===== config.mk =====
export PLATFORM = sky130hd
export DESIGN_NAME = mercator_log1p_series_core
export DESIGN_NICKNAME = d
export VERILOG_FILES = /design/src/design/mls_pkg.sv /design/src/design/mercator_log1p_series_core.sv /design/src/design/mls_div.sv /design/src/design/mls_dpath.sv /design/src/design/mls_ctrl.sv
export SDC_FILE = /design/constraint.sdc
export NUM_CORES = 2
export LEC_CHECK = 0
export BUFFER_PORTS_ARGS = -buffer_cell sky130_fd_sc_hd__buf_2
export CORE_MARGIN = 5
export CORE_UTILIZATION = 40
export CTS_CLUSTER_DIAMETER = 150
export DETAILED_ROUTE_END_ITERATION = 10
export PLACE_DENSITY = 0.57
export SETUP_SLACK_MARGIN = 0.05
export SYNTH_ARGS = -nofsm -noshare
export SYNTH_HDL_FRONTEND = slang
export SYNTH_SLANG_ARGS = --single-unit
export TNS_END_PERCENT = 50

===== constraint.sdc =====
create_clock -name clock -period 15.4 [get_ports clock]
set_input_delay 2.31 -clock clock [delete_from_list [all_inputs] [get_ports clock]]
set_output_delay 2.31 -clock clock [all_outputs]
set_load 0.01 [all_outputs]

===== src/design/mls_pkg.sv =====
// Shared types and constants for the Mercator ln(1+x) series core.
// Depends on nothing; the top level, mls_dpath and mls_ctrl import it.
package mls_pkg;

   localparam int X_W            = 32;      // width of the x argument
   localparam int N_W            = 20;      // width of the term count and term index
   localparam int ACC_W          = 40;      // width of the saturating accumulator
   localparam int FRAC_BITS_DEF  = 30;      // default number of fraction bits
   localparam logic [N_W-1:0] TERM_COUNT_RST = N_W'(200000);

   // Commands from the controller to the datapath.
   typedef struct packed {
      logic load;       // capture a new argument and clear the sum
      logic start;      // launch the divider and the power multiply for one term
      logic update;     // fold the finished term into the sum, advance the power
      logic out_load;   // copy the sum into the result register
   } mls_cmd_type;

   // Status from the datapath to the controller.
   typedef struct packed {
      logic p_zero;     // running power has reached zero
      logic n_last;     // current term index equals the term count
      logic tc_zero;    // term count is zero
      logic div_done;   // divider quotient is valid this cycle
   } mls_sts_type;

endpackage


===== src/design/mercator_log1p_series_core.sv =====
// Top level of the Mercator series core computing ln(1+x) in fixed point.
// Depends on mls_pkg, mls_ctrl, mls_dpath and mls_div.
//
//   Channel   Direction  Payload                               Handshake
//   req_*     in         tdata[31:0] = x_value (signed)        tvalid / tready
//   rsp_*     out        tdata[39:0] = log_value (signed),     tvalid / tready
//                        tuser[0] = saturated
//   csr_*     in         wdata[19:0] = term_count              we, no wait
//
// One request is worked on at a time. After the load, each term runs the
// one-bit-per-cycle divider that forms power / n with MAG_W quotient bits
// (MAG_W = FRAC_BITS + 1 when FRAC_BITS is below 31, otherwise 32).
// Summation ends early once the running power reaches zero.
// Reset is synchronous and active high; it restores term_count to 200000.
// A finished result waits in the output register while the next request is
// already accepted and summed; only handing over a second result stalls.
module mercator_log1p_series_core #(
   parameter int FRAC_BITS = mls_pkg::FRAC_BITS_DEF
) (
   input  logic                      clock,
   input  logic                      reset,
   // Requests: tdata holds x_value.
   input  logic                      req_tvalid,
   output logic                      req_tready,
   input  logic [mls_pkg::X_W-1:0]   req_tdata,   // [31:0] x_value
   // Results: tdata holds log_value, tuser holds saturated.
   output logic                      rsp_tvalid,
   input  logic                      rsp_tready,
   output logic [mls_pkg::ACC_W-1:0] rsp_tdata,   // [39:0] log_value
   output logic                      rsp_tuser,   // [0] saturated
   // Term count register write.
   input  logic                      csr_we,
   input  logic [mls_pkg::N_W-1:0]   csr_wdata    // [19:0] term_count
);

   import mls_pkg::*;

   mls_cmd_type cmd;
   mls_sts_type sts;

   // The controller sequences load, per-term divide and update, and result hand-off.
   mls_ctrl u_ctrl (
      .clock      (clock),
      .reset      (reset),
      .req_tvalid (req_tvalid),
      .req_tready (req_tready),
      .rsp_tvalid (rsp_tvalid),
      .rsp_tready (rsp_tready),
      .cmd        (cmd),
      .sts        (sts)
   );

   // The datapath holds the term count, running power, accumulator and result.
   mls_dpath #(
      .FRAC_BITS (FRAC_BITS)
   ) u_dpath (
      .clock     (clock),
      .reset     (reset),
      .cmd       (cmd),
      .sts       (sts),
      .req_tdata (req_tdata),
      .csr_we    (csr_we),
      .csr_wdata (csr_wdata),
      .rsp_tdata (rsp_tdata),
      .rsp_tuser (rsp_tuser)
   );

endmodule


===== src/design/mls_div.sv =====
// Restoring radix-2 divider, one quotient bit per cycle.
// Depends on nothing outside this file.
module mls_div #(
   parameter int DVD_W = 31,
   parameter int DVR_W = 20
) (
   input  logic             clock,
   input  logic             reset,
   input  logic             start,
   input  logic [DVD_W-1:0] dividend,
   input  logic [DVR_W-1:0] divisor,
   output logic             done,
   output logic [DVD_W-1:0] quotient
);

   localparam int CNT_W = $clog2(DVD_W + 1);

   logic [DVD_W-1:0] quot_ff, quot_in;
   logic [DVR_W-1:0] rem_ff, rem_in;
   logic [DVR_W-1:0] dvr_ff, dvr_in;
   logic [CNT_W-1:0] cnt_ff, cnt_in;
   logic             busy_ff, busy_in;
   logic             done_ff, done_in;
   logic [DVR_W:0]   trial;
   logic [DVR_W:0]   diff;

   // The partial remainder picks up the next dividend bit; subtract if it fits.
   assign trial = {rem_ff, quot_ff[DVD_W-1]};
   assign diff  = trial - {1'b0, dvr_ff};

   always_comb begin
      quot_in = quot_ff;
      rem_in  = rem_ff;
      dvr_in  = dvr_ff;
      cnt_in  = cnt_ff;
      busy_in = busy_ff;
      done_in = 1'b0;
      if (start) begin
         quot_in = dividend;
         rem_in  = '0;
         dvr_in  = divisor;
         cnt_in  = CNT_W'(DVD_W);
         busy_in = 1'b1;
      end else if (busy_ff) begin
         if (trial >= {1'b0, dvr_ff}) begin
            rem_in  = diff[DVR_W-1:0];
            quot_in = {quot_ff[DVD_W-2:0], 1'b1};
         end else begin
            rem_in  = trial[DVR_W-1:0];
            quot_in = {quot_ff[DVD_W-2:0], 1'b0};
         end
         cnt_in = cnt_ff - 1'b1;
         if (cnt_ff == CNT_W'(1)) begin
            busy_in = 1'b0;
            done_in = 1'b1;
         end
      end
   end

   always_ff @(posedge clock) begin
      if (reset) begin
         busy_ff <= 1'b0;
         done_ff <= 1'b0;
         cnt_ff  <= '0;
      end else begin
         busy_ff <= busy_in;
         done_ff <= done_in;
         cnt_ff  <= cnt_in;
      end
   end

   always_ff @(posedge clock) begin
      quot_ff <= quot_in;
      rem_ff  <= rem_in;
      dvr_ff  <= dvr_in;
   end

   assign done     = done_ff;
   assign quotient = quot_ff;

endmodule


===== src/design/mls_dpath.sv =====
// Datapath of the series core: argument clamp, running power, divider, accumulator.
// Depends on mls_pkg and mls_div.
module mls_dpath #(
   parameter int FRAC_BITS = mls_pkg::FRAC_BITS_DEF
) (
   input  logic                      clock,
   input  logic                      reset,
   input  mls_pkg::mls_cmd_type      cmd,
   output mls_pkg::mls_sts_type      sts,
   input  logic [mls_pkg::X_W-1:0]   req_tdata,
   input  logic                      csr_we,
   input  logic [mls_pkg::N_W-1:0]   csr_wdata,
   output logic [mls_pkg::ACC_W-1:0] rsp_tdata,
   output logic                      rsp_tuser
);

   import mls_pkg::*;

   // Magnitudes never exceed the smaller of 2^FRAC_BITS and 2^(X_W-1).
   localparam int MAG_W = ((FRAC_BITS < X_W - 1) ? FRAC_BITS : X_W - 1) + 1;
   localparam int XC_W  = (FRAC_BITS + 2 > X_W) ? FRAC_BITS + 2 : X_W;
   localparam logic signed [XC_W-1:0] ONE_C     = XC_W'(1) << FRAC_BITS;
   localparam logic signed [XC_W-1:0] NEG_ONE_C = -ONE_C;

   logic [N_W-1:0]          term_count_ff;
   logic [MAG_W-1:0]        x_mag_ff;
   logic                    x_neg_ff;
   logic [MAG_W-1:0]        p_mag_ff;
   logic                    p_neg_ff;
   logic [N_W-1:0]          n_ff;
   logic signed [ACC_W-1:0] acc_ff, acc_in;
   logic                    sat_ff;
   logic                    clip;
   logic [2*MAG_W-1:0]      prod_ff;
   logic [2*MAG_W-1:0]      prod_c;
   logic [ACC_W-1:0]        log_ff;
   logic                    flag_ff;

   logic signed [XC_W-1:0]  x_ext;
   logic signed [XC_W-1:0]  x_clamp;
   logic [XC_W-1:0]         x_abs;
   logic                    term_neg;
   logic                    div_done;
   logic [MAG_W-1:0]        quot;
   logic [ACC_W:0]          q_ext;
   logic [ACC_W:0]          acc_ext;
   logic [ACC_W:0]          sum;

   // Clamp x to [-1.0, +1.0] and split it into sign and magnitude.
   assign x_ext = XC_W'($signed(req_tdata));

   always_comb begin
      if (x_ext > ONE_C) begin
         x_clamp = ONE_C;
      end else if (x_ext < NEG_ONE_C) begin
         x_clamp = NEG_ONE_C;
      end else begin
         x_clamp = x_ext;
      end
      x_abs = x_clamp[XC_W-1] ? XC_W'(-x_clamp) : XC_W'(x_clamp);
   end

   mls_div #(
      .DVD_W (MAG_W),
      .DVR_W (N_W)
   ) u_div (
      .clock    (clock),
      .reset    (reset),
      .start    (cmd.start),
      .dividend (p_mag_ff),
      .divisor  (n_ff),
      .done     (div_done),
      .quotient (quot)
   );

   assign prod_c = p_mag_ff * x_mag_ff;

   // Odd terms add, even terms subtract, both relative to the power's sign.
   assign term_neg = p_neg_ff ^ ~n_ff[0];
   assign q_ext    = {{(ACC_W + 1 - MAG_W){1'b0}}, quot};
   assign acc_ext  = {acc_ff[ACC_W-1], acc_ff};
   assign sum      = term_neg ? acc_ext - q_ext : acc_ext + q_ext;

   always_comb begin
      clip   = 1'b0;
      acc_in = sum[ACC_W-1:0];
      if (sum[ACC_W] != sum[ACC_W-1]) begin
         clip   = 1'b1;
         acc_in = sum[ACC_W] ? {1'b1, {(ACC_W-1){1'b0}}} : {1'b0, {(ACC_W-1){1'b1}}};
      end
   end

   always_ff @(posedge clock) begin
      if (reset) begin
         term_count_ff <= TERM_COUNT_RST;
      end else if (csr_we) begin
         term_count_ff <= csr_wdata;
      end
   end

   always_ff @(posedge clock) begin
      if (cmd.load) begin
         x_mag_ff <= x_abs[MAG_W-1:0];
         x_neg_ff <= x_clamp[XC_W-1];
         p_mag_ff <= x_abs[MAG_W-1:0];
         p_neg_ff <= x_clamp[XC_W-1];
         n_ff     <= N_W'(1);
         acc_ff   <= '0;
         sat_ff   <= 1'b0;
      end else if (cmd.update) begin
         acc_ff   <= acc_in;
         sat_ff   <= sat_ff | clip;
         p_mag_ff <= MAG_W'(prod_ff >> FRAC_BITS);
         p_neg_ff <= p_neg_ff ^ x_neg_ff;
         n_ff     <= n_ff + 1'b1;
      end
      if (cmd.start) begin
         prod_ff <= prod_c;
      end
      if (cmd.out_load) begin
         log_ff  <= acc_ff;
         flag_ff <= sat_ff;
      end
   end

   assign sts.p_zero   = (p_mag_ff == '0);
   assign sts.n_last   = (n_ff == term_count_ff);
   assign sts.tc_zero  = (term_count_ff == '0);
   assign sts.div_done = div_done;

   assign rsp_tdata = log_ff;
   assign rsp_tuser = flag_ff;

endmodule


===== src/design/mls_ctrl.sv =====
// Controller of the series core: sequences load, term iterations and result hand-off.
// Depends on mls_pkg.
module mls_ctrl (
   input  logic                 clock,
   input  logic                 reset,
   input  logic                 req_tvalid,
   output logic                 req_tready,
   output logic                 rsp_tvalid,
   input  logic                 rsp_tready,
   output mls_pkg::mls_cmd_type cmd,
   input  mls_pkg::mls_sts_type sts
);

   import mls_pkg::*;

   localparam logic [1:0] S_IDLE = 2'd0;
   localparam logic [1:0] S_TERM = 2'd1;
   localparam logic [1:0] S_DIV  = 2'd2;
   localparam logic [1:0] S_DONE = 2'd3;

   logic [1:0] state_ff, state_in;
   logic       rsp_valid_ff, rsp_valid_in;

   always_comb begin
      state_in     = state_ff;
      rsp_valid_in = rsp_valid_ff & ~rsp_tready;
      cmd          = '0;
      req_tready   = 1'b0;
      case (state_ff)
         S_IDLE: begin
            req_tready = 1'b1;
            if (req_tvalid) begin
               cmd.load = 1'b1;
               state_in = S_TERM;
            end
         end
         S_TERM: begin
            // Once the power is zero every remaining term is zero.
            if (sts.tc_zero || sts.p_zero) begin
               state_in = S_DONE;
            end else begin
               cmd.start = 1'b1;
               state_in  = S_DIV;
            end
         end
         S_DIV: begin
            if (sts.div_done) begin
               cmd.update = 1'b1;
               state_in   = sts.n_last ? S_DONE : S_TERM;
            end
         end
         S_DONE: begin
            if (!rsp_valid_ff || rsp_tready) begin
               cmd.out_load = 1'b1;
               rsp_valid_in = 1'b1;
               state_in     = S_IDLE;
            end
         end
         default: begin
            state_in = S_IDLE;
         end
      endcase
   end

   always_ff @(posedge clock) begin
      if (reset) begin
         state_ff     <= S_IDLE;
         rsp_valid_ff <= 1'b0;
      end else begin
         state_ff     <= state_in;
         rsp_valid_ff <= rsp_valid_in;
      end
   end

   assign rsp_tvalid = rsp_valid_ff;

endmodule

==> metrics.md <==
| Metric | Value |
|---|---|
| Routability congestion estimate | `a little under 0.9` |
| CTS Buffer Depth | `3` |
| Synth Net Count | `6124` |
| Worst min path class | `reg -> reg` |
| Starting Density | `40.3%` |
| Final core utilization | `a little over two fifths` |
| Worst Skew | `0.0393 ns` |
| Via density | `5.27` |
| FF+latch count, synth | `298` |
| Die width | `350 um` |
| Clk root buf | `clkbuf_16` |
| Initial drt markers | `~2300` |
| FFs w/ async S/R, synth | `0%` |
| Clock latency at the later pin of the worst-skew pair | `0.58 ns` |
| Worst slew margin | `approximately 17%` |
| Commonest cells in the netlist | `inv_1 (844), fa_1 (837), nand2_1 (622)` |
| Total Routing Usage GR | `21.9%` |
| Mapped Avg Cell Area | `approximately 9.4 sq um` |
| Beginning of the critical path | `u_dpath.x_mag_ff[4]$_DFFE_PP_` |
| Critical R2R Launch | `u_dpath.x_mag_ff[4]$_DFFE_PP_` |
| CTS tree | `yes` |
| Gr ovfl total | `0` |
| Startpoint types | `flop` |
| CTS Hold Buffers Added | `0` |
| Final setup vio count | `0` |
| Pins over their slew limit | `0` |
| Max-cap violations | `0` |
| Crit path arrival time | `slightly below 10 ns` |
| Synth warn | `0` |
| Post-CTS sizing | `0` |
| RSZ-0062 raised after global routing | `false` |
| Final Net Count | `6076` |
| Hold Fails Final Rpt | `0` |
| H-tree depth | `2` |
| Period utilization | `60.0%` |
| Num CTS Buffers | `38` |
| First-pass GRT wire length | `210000 um` |
| Most frequent cell after synthesis | `inv_1` |
| Worst-path clk slew | `0.06 ns` |
| Synth cell types | `86` |
| Die ar. | `123000 sq um` |
| Largest net degree at the start of global routing | `69` |
| Status | `finished clean` |
| Worst Path Required | `between 15 and 20 ns` |
| CP endpoint kind | `flop` |
| Drt wl/cell | `20.5 um` |
| Area leader, netlist | `fa_1` |
| Post-synth EDFFs | `approximately 190` |
| Chip height | `350 um` |
| Area grow syn2layout | `7.01%` |
| Minimum clock period after layout | `9.23 ns` |
| Top cells by area, synth | `fa_1 (36%), edfxtp_1 (12%), ha_1 (8.4%), and2_1 (7.2%), inv_1 (6.8%)` |
| Initial antenna violation count | `3` |
| Routed via count | `33783` |
| Synthesized area | `46300 sq um` |
| Number of buffers added for setup after CTS | `0` |
| Achievable Freq | `0.108 GHz` |
| Top_reg_cell synth | `edfxtp_1` |
| Core ar. | `115000 sq um` |
| Drt pass-1 iters | `5` |
| Vias in the first global route | `roughly 36000` |
| Antenna fix cells | `0` |
| PortBufs | `99` |
| Critical path class | `reg -> reg` |
| Setup TNS Final | `0 ns` |
| Origin of the worst min-delay path | `u_dpath.sat_ff$_SDFFE_PP0P_` |
| Final wirelength | `around 130000 um` |
| CTS Sinks | `298` |
| Layout cell share with drive strength beyond 1 | `6.29%` |
| Top cell type's share of synthesized area | `36.2%` |
| Maximum fanout along the worst path | `31` |
| Drt drc | `0` |
| Antenna-violating nets left | `0` |
| Seq/Total Area, Yosys | `16.9%` |
| Gate count after technology mapping | `4919` |
| Post-DP HPWL | `95500 um` |
| Worst slew pin tran | `around 1.2 ns` |
| # rows | `124` |
| I/O pin count | `100` |
layout make-up:
cell class | instances | area (sq um)
clock buffer | 44 | 973
sequential | 298 | 7840
timing repair buffer | 182 | 1120
tap | 1512 | 1890
fill | 11132 | 65200
clock inverter | 25 | 248
inverter | 845 | 3170
multi-input combinational | 3506 | 34300
flip-flops by register name, summed over array words and instances, names as in the netlist:
| register | count |
|---|---|
| u_dpath.u_div.done | 1 |
| u_dpath.u_div.quotient | 31 |
| u_dpath.p_neg_ff | 1 |
| u_dpath.x_neg_ff | 1 |
| u_ctrl.state_ff | 2 |
| u_dpath.x_mag_ff | 31 |
| u_ctrl.rsp_tvalid | 1 |
| u_dpath.acc_ff | 40 |
| u_dpath.u_div.dvr_ff | 20 |
| u_dpath.u_div.rem_ff | 20 |
| u_dpath.n_ff | 20 |
| u_dpath.rsp_tdata | 40 |
| u_dpath.prod_ff | 31 |
| u_dpath.term_count_ff | 20 |
| u_dpath.u_div.busy_ff | 1 |
| u_dpath.sat_ff | 1 |
| u_dpath.rsp_tuser | 1 |
| u_dpath.p_mag_ff | 31 |
| u_dpath.u_div.cnt_ff | 5 |
routing by layer:
layer  track usage [%]  wire length (um)
met1              31.4             59700
met2              35.5             60700
met3              2.96              7780
met4              5.04              3280
met5                 0                13
worst max-delay path, stage by stage, from the launching register on:
cell and delay [ns]:
edfxtp_1 1.18, and2_1 0.28, fa_1 0.42, fa_1 0.49
fa_1 0.54, inv_1 0.05, fa_1 0.47, inv_1 0.05
fa_1 0.50, inv_1 0.05, fa_1 0.53, inv_1 0.05
fa_1 0.48, inv_1 0.05, fa_1 0.47, inv_1 0.05
ha_1 0.32, nand2_1 0.06, o21ai_0 0.24, nor4_1 0.11
a311oi_1 0.79, o211ai_1 0.21, a21oi_1 0.58, o211ai_1 0.39
o21ai_0 0.40, a211oi_1 0.13, nor3_1 0.15
cells in the final DEF (no fill, tap or decap), drive strengths merged, types with 16 or more instances in the layout:
master,instances
a211oi,31
a21o,47
a21oi,198
a31oi,16
and2,535
buf,182
clkbuf,44
dfxtp,111
edfxtp,187
fa,837
ha,311
inv,848
mux2,36
mux2i,32
nand2,622
nand2b,16
nand3,30
nand4,30
nor2,156
nor2b,22
nor3,35
nor4,24
o21a,20
o21ai,152
xnor2,99
xor2,75
cell families after synthesis:
kind of cell	after synthesis	synth area share (%)
DFF	298	16.9
xor gates and xnor gates	174	3.33
AOI/OAI and AO/OA	573	7.70
buffers and inverters	1115	9.08
and+or+nand+nor	1538	16.6
adders and majority gates	1153	44.7
muxes	68	1.59
path summary, 6_finish.rpt:
path	end	slack, ns	cells after the start
max	u_dpath.prod_ff[59]$_DFFE_PP_	6.17	26
max reg2reg	u_dpath.prod_ff[59]$_DFFE_PP_	6.17	26
min	u_dpath.rsp_tuser$_DFFE_PP_	0.43	0
min reg2reg	u_dpath.rsp_tuser$_DFFE_PP_	0.43	0
through the flow:
stage          cell area [sq um]  setup slack (ns)  cells  hold WS (ns)
2_1_floorplan              46300              8.02   4919         0.406
3_3_place_gp               48300              6.36   6343         0.422
3_5_place_dp               48300              6.31   6343         0.421
4_1_cts                    49500              6.19   6412         0.435
5_1_grt                    49500              5.77   6412         0.445
6_report                   49500              6.17   6412         0.434
Power is left out: the tool's default activity adds up to more than one toggle a clock period on the data nets, which glitch-free logic cannot reach.
